$ cat config.mk
export PLATFORM = sky130hd
export DESIGN_NAME = cs0_to_utf8_converter_core
export DESIGN_NICKNAME = d
export VERILOG_FILES = /design/src/hw/rtl/cs0u_pkg.sv /design/src/hw/rtl/cs0_to_utf8_converter_core.sv /design/src/hw/rtl/cs0u_encoder.sv /design/src/hw/rtl/cs0u_serializer.sv
export SDC_FILE = /design/constraint.sdc
export NUM_CORES = 1
export LEC_CHECK = 0
export ABC_AREA = 1
export BUFFER_PORTS_ARGS = -buffer_cell sky130_fd_sc_hd__buf_2
export CAP_MARGIN = 20
export CORE_UTILIZATION = 60
export CTS_CLUSTER_DIAMETER = 80
export DETAILED_ROUTE_END_ITERATION = 16
export PLACE_DENSITY = 0.8
export SYNTH_ARGS = -nofsm -noshare
export SYNTH_HDL_FRONTEND = slang
export SYNTH_HIERARCHICAL = 1
export SYNTH_SLANG_ARGS = --single-unit
$ cat constraint.sdc
create_clock -name clk -period 5.2 [get_ports clk]
set_input_delay 1.04 -clock clk [delete_from_list [all_inputs] [get_ports clk]]
set_output_delay 1.04 -clock clk [all_outputs]
set_load 0.05 [all_outputs]
$ cat src/hw/rtl/cs0u_pkg.sv
package cs0u_pkg;

  localparam logic [7:0] COMP_ID_8   = 8'd8;
  localparam logic [7:0] COMP_ID_16  = 8'd16;
  localparam logic [7:0] COMP_ID_RST = COMP_ID_8;

  localparam logic [1:0] STATUS_OK     = 2'd0;
  localparam logic [1:0] STATUS_BAD_ID = 2'd1;
  localparam logic [1:0] STATUS_TRUNC  = 2'd2;

  localparam logic [15:0] UTF8_LIM_1B = 16'h0080;
  localparam logic [15:0] UTF8_LIM_2B = 16'h0800;
  localparam logic [2:0]  UTF8_LEAD_2 = 3'b110;
  localparam logic [3:0]  UTF8_LEAD_3 = 4'b1110;
  localparam logic [1:0]  UTF8_CONT   = 2'b10;

  localparam logic [1:0] CNT_1 = 2'd1;
  localparam logic [1:0] CNT_2 = 2'd2;
  localparam logic [1:0] CNT_3 = 2'd3;

  // converter state carried between requests
  typedef struct packed {
    logic       half_pending;
    logic [7:0] high_byte;
    logic [7:0] output_count;
    logic       truncated_flag;
  } enc_state_t;

  // all results caused by one request
  typedef struct packed {
    logic [1:0]      cnt;        // number of results, 1..3
    logic [2:0][7:0] bytes;
    logic            has_byte;   // 0 only for the single end-only result
    logic            end_name;   // applies to the final result of the group
    logic [1:0]      status;
    logic [7:0]      base_count; // output count before this group
  } res_group_t;

endpackage

$ cat src/hw/rtl/cs0_to_utf8_converter_core.sv
// Converts an OSTA compressed-Unicode name, one name byte per request, into
// UTF-8 bytes, one per result. cfg_wr_data sets the compression id (8 or 16,
// reset 8; anything else yields only an end result with bad-id status). A
// request that completes a character of n UTF-8 bytes (n = 1..3) is followed
// by n results in order; a request with no result produces none. The output
// register emits one result per cycle while out_ready is high, and sets the
// rate: a request is taken in the same cycle as the final result of the
// previous group, and not before it. The first result of a group is registered
// and appears in the cycle after its request. A name is closed by the request with in_last.
module cs0_to_utf8_converter_core #(
  parameter int NAME_LEN = 255
) (
  input  logic       clk,
  input  logic       rst_n,
  input  logic       cfg_wr_en,
  input  logic [7:0] cfg_wr_data,
  input  logic       in_valid,
  output logic       in_ready,
  input  logic [7:0] in_data_byte,
  input  logic       in_has_data,
  input  logic       in_last,
  output logic       out_valid,
  input  logic       out_ready,
  output logic [7:0] out_out_byte,
  output logic       out_has_byte,
  output logic       out_end_of_name,
  output logic [1:0] out_status,
  output logic [7:0] out_total_length
);

  logic [7:0]           comp_id_r;
  cs0u_pkg::enc_state_t state_r;
  cs0u_pkg::enc_state_t state_nxt;
  cs0u_pkg::res_group_t grp;
  logic                 grp_valid;
  logic                 can_push;
  logic                 in_acc;

  assign in_ready = can_push;
  assign in_acc   = in_valid && in_ready;

  always_ff @(posedge clk) begin
    if (!rst_n) begin
      comp_id_r <= cs0u_pkg::COMP_ID_RST;
    end else if (cfg_wr_en) begin
      comp_id_r <= cfg_wr_data;
    end
  end

  always_ff @(posedge clk) begin
    if (!rst_n) begin
      state_r <= '0;
    end else if (in_acc) begin
      state_r <= state_nxt;
    end
  end

  cs0u_encoder #(
    .NAME_LEN (NAME_LEN)
  ) u_encoder (
    .comp_id   (comp_id_r),
    .state_cur (state_r),
    .data_byte (in_data_byte),
    .has_data  (in_has_data),
    .last      (in_last),
    .state_nxt (state_nxt),
    .grp_valid (grp_valid),
    .grp       (grp)
  );

  cs0u_serializer u_serializer (
    .clk          (clk),
    .rst_n        (rst_n),
    .push         (in_acc && grp_valid),
    .grp_in       (grp),
    .can_push     (can_push),
    .out_valid    (out_valid),
    .out_ready    (out_ready),
    .out_byte     (out_out_byte),
    .has_byte     (out_has_byte),
    .end_of_name  (out_end_of_name),
    .status       (out_status),
    .total_length (out_total_length)
  );

endmodule

$ cat src/hw/rtl/cs0u_encoder.sv
module cs0u_encoder #(
  parameter int NAME_LEN = 255
) (
  input  logic [7:0]           comp_id,
  input  cs0u_pkg::enc_state_t state_cur,
  input  logic [7:0]           data_byte,
  input  logic                 has_data,
  input  logic                 last,
  output cs0u_pkg::enc_state_t state_nxt,
  output logic                 grp_valid,
  output cs0u_pkg::res_group_t grp
);

  localparam logic [7:0] CNT_LIMIT = 8'(NAME_LEN - 3);

  logic        id8;
  logic        id16;
  logic        char_valid;
  logic [15:0] char_code;
  logic        hp_mid;
  logic [7:0]  hb_mid;
  logic        trunc_new;
  logic [1:0]  n_bytes;
  logic [2:0][7:0] enc_bytes;

  assign id8  = (comp_id == cs0u_pkg::COMP_ID_8);
  assign id16 = (comp_id == cs0u_pkg::COMP_ID_16);

  // assemble the character code
  always_comb begin
    char_valid = 1'b0;
    char_code  = 16'h0000;
    hp_mid     = 1'b0;
    hb_mid     = 8'h00;
    if (id8) begin
      char_valid = has_data;
      char_code  = {8'h00, data_byte};
    end else if (id16) begin
      hp_mid = state_cur.half_pending;
      hb_mid = state_cur.high_byte;
      if (has_data) begin
        if (state_cur.half_pending) begin
          char_valid = 1'b1;
          char_code  = {state_cur.high_byte, data_byte};
          hp_mid     = 1'b0;
          hb_mid     = 8'h00;
        end else begin
          hp_mid = 1'b1;
          hb_mid = data_byte;
        end
      end
      // odd trailing byte pairs with a zero low byte
      if (last && hp_mid) begin
        char_valid = 1'b1;
        char_code  = {hb_mid, 8'h00};
        hp_mid     = 1'b0;
        hb_mid     = 8'h00;
      end
    end
  end

  // UTF-8 encode
  always_comb begin
    trunc_new = state_cur.truncated_flag;
    n_bytes   = 2'd0;
    enc_bytes = '0;
    if (char_valid) begin
      if (state_cur.output_count > CNT_LIMIT) begin
        trunc_new = 1'b1;
      end else if (char_code < cs0u_pkg::UTF8_LIM_1B) begin
        n_bytes      = cs0u_pkg::CNT_1;
        enc_bytes[0] = char_code[7:0];
      end else if (char_code < cs0u_pkg::UTF8_LIM_2B) begin
        n_bytes      = cs0u_pkg::CNT_2;
        enc_bytes[0] = {cs0u_pkg::UTF8_LEAD_2, char_code[10:6]};
        enc_bytes[1] = {cs0u_pkg::UTF8_CONT, char_code[5:0]};
      end else begin
        n_bytes      = cs0u_pkg::CNT_3;
        enc_bytes[0] = {cs0u_pkg::UTF8_LEAD_3, char_code[15:12]};
        enc_bytes[1] = {cs0u_pkg::UTF8_CONT, char_code[11:6]};
        enc_bytes[2] = {cs0u_pkg::UTF8_CONT, char_code[5:0]};
      end
    end
  end

  always_comb begin
    grp_valid = 1'b0;
    grp       = '0;
    state_nxt = state_cur;
    if (!id8 && !id16) begin
      if (last) begin
        grp_valid     = 1'b1;
        grp.cnt       = cs0u_pkg::CNT_1;
        grp.has_byte  = 1'b0;
        grp.end_name  = 1'b1;
        grp.status    = cs0u_pkg::STATUS_BAD_ID;
        grp.base_count = 8'h00;
        state_nxt     = '0;
      end
    end else begin
      state_nxt.half_pending   = hp_mid;
      state_nxt.high_byte      = hb_mid;
      state_nxt.truncated_flag = trunc_new;
      state_nxt.output_count   = state_cur.output_count + {6'd0, n_bytes};
      grp.bytes      = enc_bytes;
      grp.end_name   = last;
      grp.status     = trunc_new ? cs0u_pkg::STATUS_TRUNC : cs0u_pkg::STATUS_OK;
      grp.base_count = state_cur.output_count;
      if (n_bytes != 2'd0) begin
        grp_valid    = 1'b1;
        grp.cnt      = n_bytes;
        grp.has_byte = 1'b1;
      end else if (last) begin
        grp_valid    = 1'b1;
        grp.cnt      = cs0u_pkg::CNT_1;
        grp.has_byte = 1'b0;
      end
      if (last) begin
        state_nxt = '0;
      end
    end
  end

endmodule

$ cat src/hw/rtl/cs0u_serializer.sv
module cs0u_serializer (
  input  logic                 clk,
  input  logic                 rst_n,
  input  logic                 push,
  input  cs0u_pkg::res_group_t grp_in,
  output logic                 can_push,
  output logic                 out_valid,
  input  logic                 out_ready,
  output logic [7:0]           out_byte,
  output logic                 has_byte,
  output logic                 end_of_name,
  output logic [1:0]           status,
  output logic [7:0]           total_length
);

  cs0u_pkg::res_group_t grp_r;
  logic                 busy_r;
  logic [1:0]           idx_r;
  logic                 at_last;
  logic                 take;

  assign at_last  = (idx_r == grp_r.cnt - 2'd1);
  assign take     = busy_r && out_ready;
  assign can_push = !busy_r || (out_ready && at_last);

  always_ff @(posedge clk) begin
    if (!rst_n) begin
      busy_r <= 1'b0;
      idx_r  <= 2'd0;
    end else if (push) begin
      busy_r <= 1'b1;
      idx_r  <= 2'd0;
    end else if (take) begin
      if (at_last) begin
        busy_r <= 1'b0;
      end else begin
        idx_r <= idx_r + 2'd1;
      end
    end
  end

  always_ff @(posedge clk) begin
    if (push) begin
      grp_r <= grp_in;
    end
  end

  assign out_valid    = busy_r;
  assign out_byte     = grp_r.has_byte ? grp_r.bytes[idx_r] : 8'h00;
  assign has_byte     = grp_r.has_byte;
  assign end_of_name  = grp_r.end_name && at_last;
  assign status       = grp_r.status;
  assign total_length = grp_r.has_byte ? (grp_r.base_count + {6'd0, idx_r} + 8'd1)
                                       : grp_r.base_count;

endmodule

# Word-level counts from Yosys, hierarchy flattened
# Index checks and enable logic that the tools add are counted.
# Widths: inputs -> output; s select.
[classes]
add_sub_neg = 5
multipliers = 0
div_mod_pow = 0
n_lt_le_gt_ge = 4
eq_ne = 4
shift = 0
mux = 51
bitwise_logic = 3
n_reduce_logical = 21
[ops]
columns = ["operator", "n"]
rows = [
  ["$mux 16", 5],
  ["$mux 8", 10],
  ["$mux 18", 3],
  ["$mux 1", 23],
  ["$add 8x2->8", 2],
  ["$bmux 8 s2", 1],
  ["$lt 16x12->1 const B", 1],
  ["$lt 16x8->1 const B", 1],
  ["$mux 14", 1],
  ["$mux 12", 1],
  ["$mux 2", 6],
  ["$mux 11", 1],
  ["$add 8x1->8 const B", 1],
  ["$eq 8x4->1 const B", 1],
  ["$eq 8x5->1 const B", 1],
  ["$gt 8x8->1 const B", 1],
  ["$logic_and 1x1->1", 7],
  ["$reduce_and 2->1", 3],
  ["$reduce_bool 2->1", 3],
  ["$reduce_or 5->1", 1],
  ["$reduce_or 4->1", 1],
  ["$logic_not 1->1", 3],
  ["$lt 2x3->1 const B", 1],
  ["$not 1->1", 3],
  ["other kinds (7)", 7],
]
[totals]
regBits = 67
latch_bits = 0
ramBits = 0
rom_bits = 0
inputBits = 23
output_inout_bits = 22
word_cells = 104
mem_count = 0

# Depth between registers and ports, before layout
# Gate-level depths: netlist (run 1).
[logic_depth]
ltp_word = 19
ltp_mapped = 21
ltp_nobuf = 21

# Hierarchy
# Netlist (run 1), hierarchy kept.
[modules_own_cells]
columns = ["mod", "n_inst", "cells_each", "area_per_inst_um2", "seq_area_each_um2"]
rows = [
  ["cs0u_serializer", 1, 157, 1815.5, 1201.2],
  ["cs0u_encoder", 1, 248, 1402.6, 0.0],
  ["cs0_to_utf8_converter_core", 1, 150, 1039.7, 520.5],
]

# Least setup slack after synthesis (run 1)
# No wires, ideal clock.
[synth_path]
path_kind = "input to register"
startpoint = "input out_ready"
endpoint = "register u_serializer/grp_r[0] (netlist bit) (enable)"
setup_time_ns = 0.436
t_arrival_ns = 3.563
required_ns = 4.764
setup_slack_ns = 1.200
stages = 5
path_buffers = 1
cell_sequence = "nand3_1 > nand2_1 > nand2_4 > buf_4 > nor2_1"
[synth_between]
elab_chain_cells = 4
[synth_lines]
columns = ["item", "line", "text"]
rows = [
  ["start, declared", "cs0_to_utf8_converter_core.sv:23", "input logic out_ready,"],
  ["$logic_and 1x1->1", "cs0u_serializer.sv:24", "assign can_push = !busy_r || (out_ready && at_last);"],
  ["$logic_or 1x1->1", "cs0u_serializer.sv:24", ""],
  ["named net in_ready", "cs0_to_utf8_converter_core.sv:18", "output logic in_ready,"],
  ["$logic_and 1x1->1", "cs0_to_utf8_converter_core.sv:40", "assign in_acc = in_valid && in_ready;"],
  ["$logic_and 1x1->1", "cs0_to_utf8_converter_core.sv:74", ".push (in_acc && grp_valid),"],
  ["end signal, assigned", "cs0u_serializer.sv:44", "grp_r <= grp_in;"],
  ["end, declared", "cs0u_serializer.sv:16", "cs0u_pkg::res_group_t grp_r;"],
]
# The timed path passes the listed nets, and every way through them passes these cells.
# A chain may end at the register's enable or synchronous reset.

# Worst setup path after layout (run 1)
[layout_path]
startpoint = "register u_serializer.idx_r[0]"
endpoint = "output out_total_length[6]"
[layout_between]
elab_chain_cells = 3
[layout_lines]
columns = ["item", "line", "text"]
rows = [
  ["start, declared", "cs0u_serializer.sv:18", "logic [1:0] idx_r;"],
  ["start signal, assigned", "cs0u_serializer.sv:37", "idx_r <= idx_r + 2'd1;"],
  ["$add 8x2->8", "cs0u_serializer.sv:53", "assign total_length = grp_r.has_byte ? (grp_r.base_count + {6'd0, idx_r} + 8'd1)"],
  ["$add 8x1->8", "cs0u_serializer.sv:53", ""],
  ["$mux 8", "cs0u_serializer.sv:53", ""],
  ["end, declared", "cs0_to_utf8_converter_core.sv:28", "output logic [7:0] out_total_length"],
]
# Every way passes these cells.

==> results by group, run 1 <==
GRT
  • Largest net degree at the start of global routing: 41
  • First-pass GRT wire length: 14200 um
  • Initial antenna violation count: 0
  • Gr ovfl total: 0
  • Vias in the first global route: 3145
  • GRT Util Overall: 24.8%

Timing
  • Max Slew Vio Count: 0
  • Final Hold Vio Count: 0
  • Final period utilization: 72.6%
  • Skew final: 0.0135 ns
  • # setup viols final: 0
  • Fmax: 0.265 GHz
  • Total Neg Setup Slack: 0 ns
  • RSZ-0062 raised after global routing: false
  • Fin crit period: 3.77 ns
  • Worst-margin pin slew: 1.01 ns
  • Max transition margin: 32.4%

Routing
  • DRT Wirelength: 8410 um
  • Metal-1 WL: 3890 um
  • Vias/cell: 5.06
  • Via Count: 3495
  • DRC Markers: 0
  • Avg WL per Cell: 12.2 um
  • Highest routed layer: met4
  • DR iter-0 viols: 189
  • Number of detailed-route iterations in the first pass: 4
  • Met3 Wirelength: 415 um
  • Routed wl met2: 3980 um
  • Antenna viol nets, final: 0

Synth
  • Post-Synth Adder-Cell Area: 2.41%
  • FF+latch count, synth: 67
  • Synth Area in Simple Gates: 32.5%
  • Largest family of logic cells by synthesized area: simple AND/OR/NAND/NOR gates
  • Area leader, netlist: edfxtp_1
  • Post-synth top area share: 26.8%
  • Number of synthesis warnings: 6
  • Dominant synthesized flop cell: edfxtp_1
  • Post-synth EDFFs: 38
  • Synth Area in Compound Gates: 11.6%
  • Mapped Area: 4260 sq um
  • Mux contribution to synthesized area: 0%
  • Synth top area cells: edfxtp_1, dfxtp_1, nand2_1, nor2_1, inv_1
  • Distinct cells, synth: 42
  • Syn avg cell area: 7.67 sq um
  • Post-synth top cells: nand2_1, nor2_1, inv_1, edfxtp_1, nand3_1
  • Post-Synthesis Cells: 555
  • Ys async rst share: 0%
  • Register area share after synthesis: 40.4%
  • XOR/XNOR Fraction of Synth Area: 1.03%

Critical path
  • Critical Path End Type: output pin
  • CP arrival: 2.73 ns
  • CP Max Fanout: 12
  • Crit path required time: 4.16 ns
  • WS Path Type: reg -> out
  • Crit start category: flop

Die
  • Die height: 86.2 um
  • Die area: 7440 sq um
  • Width of the die: 86.2 um
  • Initial core utilization: 62.3%
  • Core ar.: 6830 sq um
  • Row count: 30
  • I/O pin cnt: 45

Final layout
  • Fill count: 630
  • # diodes: 0
  • Total Nets Final: 620
  • Layout cells sized above 1: 21.2%
  • Final core utilization: 67.5%
  • Area Overhead vs Synth: 8.23%

Placement
  • Final GP Congestion: 0.957
  • Port bufs: 44
  • DP HPWL: 6350 um

Power and ir drop
  • Leakage: 2.06 nW
  • Worst vdd ir: 0.000181 V
  • Power per cell area: 267 nW/um^2

Clock tree
  • H-tree depth: 3
  • Clock sinks: 67
  • Cts bufs inserted: 9
  • Worst-skew pair later-pin latency: 0.35 ns
  • Postcts setup bufs: 0
  • # hold bufs at CTS: 0
  • CTS Root Cell: clkbuf_8
  • Clk buf depth: 2
  • Reg clk slew, reported paths: 0.07 ns
  • Post-CTS sizing: 0
  • CTS tree: built

Run
  • Max-cap violation count: 0

Status
  • Status: complete, no violations

Hold path
  • HP Class: reg -> reg
==> per-stage QoR <==
stage / power, mW / instance area, sq um / cells / hold WS [ns] / setup slack (ns)
6_report: 1.23 / 4610 / 691 / 0.483 / 1.43
5_1_grt: 1.30 / 4610 / 691 / 0.518 / 1.17
4_1_cts: 1.24 / 4610 / 691 / 0.490 / 1.36
3_5_place_dp: 0.833 / 4420 / 675 / 0.473 / 1.22
3_3_place_gp: 0.827 / 4420 / 675 / 0.472 / 1.34
2_1_floorplan: 0.793 / 4260 / 556 / 0.453 / 1.20
==> flip-flops by register name, summed over array words and instances (netlist names) <==
register / flops
u_serializer/grp_r: 35
u_serializer/status: 2
u_serializer/has_byte: 1
u_serializer/idx_r: 2
u_serializer/out_valid: 1
state_r: 18
comp_id_r: 8
==> worst paths after layout <==
path	start	endpoint	slack (ns)	cells after the start
worst min-delay path	comp_id_r[4]$_SDFFE_PN0P_	comp_id_r[4]$_SDFFE_PN0P_	0.48	2
worst max-delay path	u_serializer/idx_r[0]$_SDFFE_PP0P_	out_total_length[6]	1.43	8
worst max register to register	state_r[17]$_SDFFE_PN0P_	state_r[5]$_SDFFE_PN0P_	2.10	21
worst min register to register	comp_id_r[4]$_SDFFE_PN0P_	comp_id_r[4]$_SDFFE_PN0P_	0.48	2
==> placed cells by master (no fill, tap or decap), types with 5 or more instances in the layout <==
master and count:
inv_2 6, nor2_4 5, nor2_2 5, nand4_1 6, o21ai_1 5, and2_1 5
edfxtp_1 38, nand2_4 12, o22ai_1 5, nand3_2 7, nand2_2 18, o21ai_0 31
inv_1 71, nor2_1 96, nand3_1 35, nand2_1 97, a21oi_1 25, clkbuf_8 9
o21ai_2 5, dfxtp_1 29, ha_1 5, buf_2 44, a21oi_2 5
==> area by class of cell <==
class	instances	area [sq um]	share of cell area, %
clock buffers	10	128	2.77
clock inverters	6	56.3	1.22
inverters	81	323	7.01
multi-input cells	387	2040	44.3
flip-flops and latches	67	1720	37.4
well taps	96	120	2.61
repair buffers	44	220	4.78
==> power by group <==
| group | total, mW | internal [mW] | switching, mW |
|---|---|---|---|
| registers | 0.607 | 0.589 | 0.0177 |
| logic | 0.213 | 0.0612 | 0.152 |
| clock network | 0.411 | 0.217 | 0.193 |
==> kinds of logic after synthesis <==
logic type                 Yosys count
DFF                                 67
other                                1
xor gates and xnor gates             5
and+or+nand+nor                    289
adders and majority gates            7
buffers and inverters              102
AOI/OAI and AO/OA                   84
==> critical path: stages, from the launching register on <==
cell,delay (ns)
dfxtp_1,0.57
inv_1,0.30
ha_1,0.30
fa_1,0.42
inv_1,0.08
nand4_1,0.14
nor2_1,0.15
xor2_1,0.15
buf_2,0.27
==> routing by layer <==
| layer | vias to the layer above | GRT usage (%) |
|---|---|---|
| li1 | 1843 | - |
| met1 | 1557 | 32.9 |
| met2 | 84 | 39.5 |
| met3 | 11 | 5.62 |
| met4 | 0 | 9.70 |
| met5 | - | 0 |
Note: power is estimated with default switching activity, not from simulation.
==> run 2: changes to the inputs <==
- CORE_UTILIZATION: 60 -> 54
- PLACE_DENSITY: 0.8 -> 0.76
- clock period: 5.2 -> 3.4 ns (I/O delays scaled with it)
==> run 2 against run 1 <==
Effect of this change:
- the run now ends with design-rule violations left
- global-route usage down 2.0 points
- via count up 1.7%
- clock skew decreased by 0.0022 ns
- critical path depth increased by 14
- sequential share of layout area shrank 0.43 points
- critical endpoint is now state_r[5]$_SDFFE_PN0P_
- largest power group unchanged
- highest routed layer unchanged
==> results by group, run 2 (same netlist as run 1, synthesis figures left out) <==
Clock tree
  • Postcts setup bufs: 0 (unchanged)
  • H-tree depth: 3 (unchanged)
  • CTS Root Cell: clkbuf_8
  • Worst-skew pair later-pin latency: 0.35 ns (about the same)
  • CTS tree: built
  • Clock sinks: 67 (unchanged)
  • # hold bufs at CTS: 0 (unchanged)
  • Post-CTS sizing: 0 (unchanged)
  • Clk buf depth: 2 (unchanged)
  • Reg clk slew, reported paths: 0.07 ns (about the same)
  • Cts bufs inserted: 9 (unchanged)

Power and ir drop
  • Leakage: 2.09 nW (+1.5%)
  • Power per cell area: 405 nW/um^2 (+51%)
  • Worst vdd ir: 0.000212 V (+17%)

Placement
  • DP Area: 4480 sq um (+1.4%)
  • Pre-CTS setup slack: -0.00496 ns (-1.22 ns)
  • Port bufs: 44 (unchanged)
  • Final GP Congestion: 0.916 (-4.3%)
  • DP HPWL: 6530 um (+2.9%)

Die
  • I/O pin cnt: 45 (unchanged)
  • Initial core utilization: 55.4% (-6.9 points)
  • Die height: 90.8 um (+5.3%)
  • Row count: 32 (+6.7%)
  • Die area: 8240 sq um (+11%)
  • Core ar.: 7690 sq um (+13%)
  • Width of the die: 90.8 um (+5.3%)

Timing
  • Max Slew Vio Count: 0 (unchanged)
  • Setup ws final: 0.303 ns (-1.12 ns)
  • Final period utilization: 91.1%
  • Max transition margin: 47.6% (+15 points)
  • Skew final: 0.0114 ns (-0.00217 ns)
  • Final Hold Vio Count: 0 (unchanged)
  • Worst-margin pin slew: 0.783 ns (-0.229 ns)
  • Fin crit period: 3.10 ns
  • # setup viols final: 0 (unchanged)
  • RSZ-0062 raised after global routing: false
  • Fmax: 0.323 GHz

GRT
  • Grt met3 use: 5.64% (+0.021 points)
  • Grt peak-use layer: met2
  • Vias in the first global route: 3313 (+5.3%)
  • First-pass GRT wire length: 15200 um (+6.8%)
  • Met1 Usage GRT: 29.7% (-3.2 points)
  • Initial antenna violation count: 0 (unchanged)
  • GRT Util Overall: 22.8% (-2.0 points)
  • Gr ovfl total: 0 (unchanged)
  • Grt met2 use: 37.4% (-2.1 points)
  • Largest net degree at the start of global routing: 41 (unchanged)

Routing
  • Via Count: 3554 (+1.7%)
  • DR iter-0 viols: 244 (+29%)
  • DRC Markers: 1 (+1)
  • DRT Wirelength: 8810 um (+4.8%)
  • Number of detailed-route iterations in the first pass: 11 (+7)
  • Vias/cell: 5.05 (-0.19%)
  • Antenna viol nets, final: 0 (unchanged)
  • Avg WL per Cell: 12.5 um (+2.9%)

Final layout
  • Most frequent cells in the layout: nand2_1, nor2_1, inv_1
  • Total Nets Final: 627 (+1.1%)
  • Leading cell type in the layout, fill and taps excluded: nand2_1
  • Max FFs per register: 35 (unchanged)
  • Cell area after layout: 4660 sq um (+1.2%)
  • Layout cells sized above 1: 21.6% (+0.42 points)
  • # diodes: 0 (unchanged)
  • Area Overhead vs Synth: 9.49%
  • Biggest register: u_serializer/grp_r
  • Biggest regs: u_serializer/grp_r x35, state_r x18, comp_id_r x8

Critical path
  • WS Path Type: in -> reg
  • Crit path required time: 3.64 ns (-0.52 ns)
  • CP arrival: 3.34 ns (+0.61 ns)
  • Crit-path leading delay family: simple AND/OR/NAND/NOR gates
  • Most common cell on crit path: nand2_4
  • CP cell instances: buf_2, ha_1, nand2_4, clkinv_4, nand3_1, nand3_1, nand2_2, nor2_4, nand2_4, inv_8, nand2_4, nand2_4, inv_1, ha_1, inv_1, fa_1, nor2_1, nand2_1, o21ai_1, a21oi_1, nor2_1, nor2_1
  • CP peak stage delay: 0.39 ns (-0.18 ns)
  • CP Max Fanout: 10 (-2)
  • Critical Path End Type: flop
  • Crit start category: input pin
  • CP bufs+invs: 5 (+2)
  • Slowest stage cell, crit path: fa_1

Status
  • Status: finished, violations left
  • Failing checks: design-rule violations

Run
  • Max-cap violation count: 0 (unchanged)

Hold path
  • HP Class: reg -> reg
-- run 2: where the power goes --
part	switching, mW	total [mW]	internal, mW
registers	0.0267	0.928	0.901
clock network	0.285	0.621	0.336
logic	0.238	0.337	0.0986
total	0.550	1.89	1.34
-- run 2: final timing paths --
kind,startpoint,endpoint,slack (ns),cells after the start
max reg2reg,state_r[17]$_SDFFE_PN0P_,state_r[5]$_SDFFE_PN0P_,0.32,21
min reg2reg,comp_id_r[4]$_SDFFE_PN0P_,comp_id_r[4]$_SDFFE_PN0P_,0.50,2
max,in_has_data,state_r[5]$_SDFFE_PN0P_,0.30,22
min,comp_id_r[4]$_SDFFE_PN0P_,comp_id_r[4]$_SDFFE_PN0P_,0.50,2
-- run 2: worst min-delay path: stages, from the launching register on --
cell     delay (ns)
dfxtp_1        0.34
o21ai_1        0.06
nor2_1         0.07
-- run 2: per-stage QoR --
step	power [mW]	utilization, %	hold WS (ns)	TNS, ns	std cells
finish	1.89	60.6	0.497	0	704
floorplan	1.21	-	0.453	0	556
CTS	1.90	60.6	0.500	0	704
global route	1.98	60.6	0.544	0	704
detailed placement	1.28	58.3	0.481	-0.00496	688
global placement	1.27	58.3	0.476	0	688
-- run 2: layout make-up --
cell class	count	area (sq um)
multi-input combinational	387	2040
timing repair buffer	51	273
inverter	81	323
clock inverter	3	38.8
sequential	67	1720
tap	102	128
clock buffer	13	139
fill	726	3030
-- run 2: metal layers --
metal	wire, um	up-vias
met5	0	-
met4	94	0
met1	4160	1603
li1	-	1849
met3	396	9
met2	4160	93
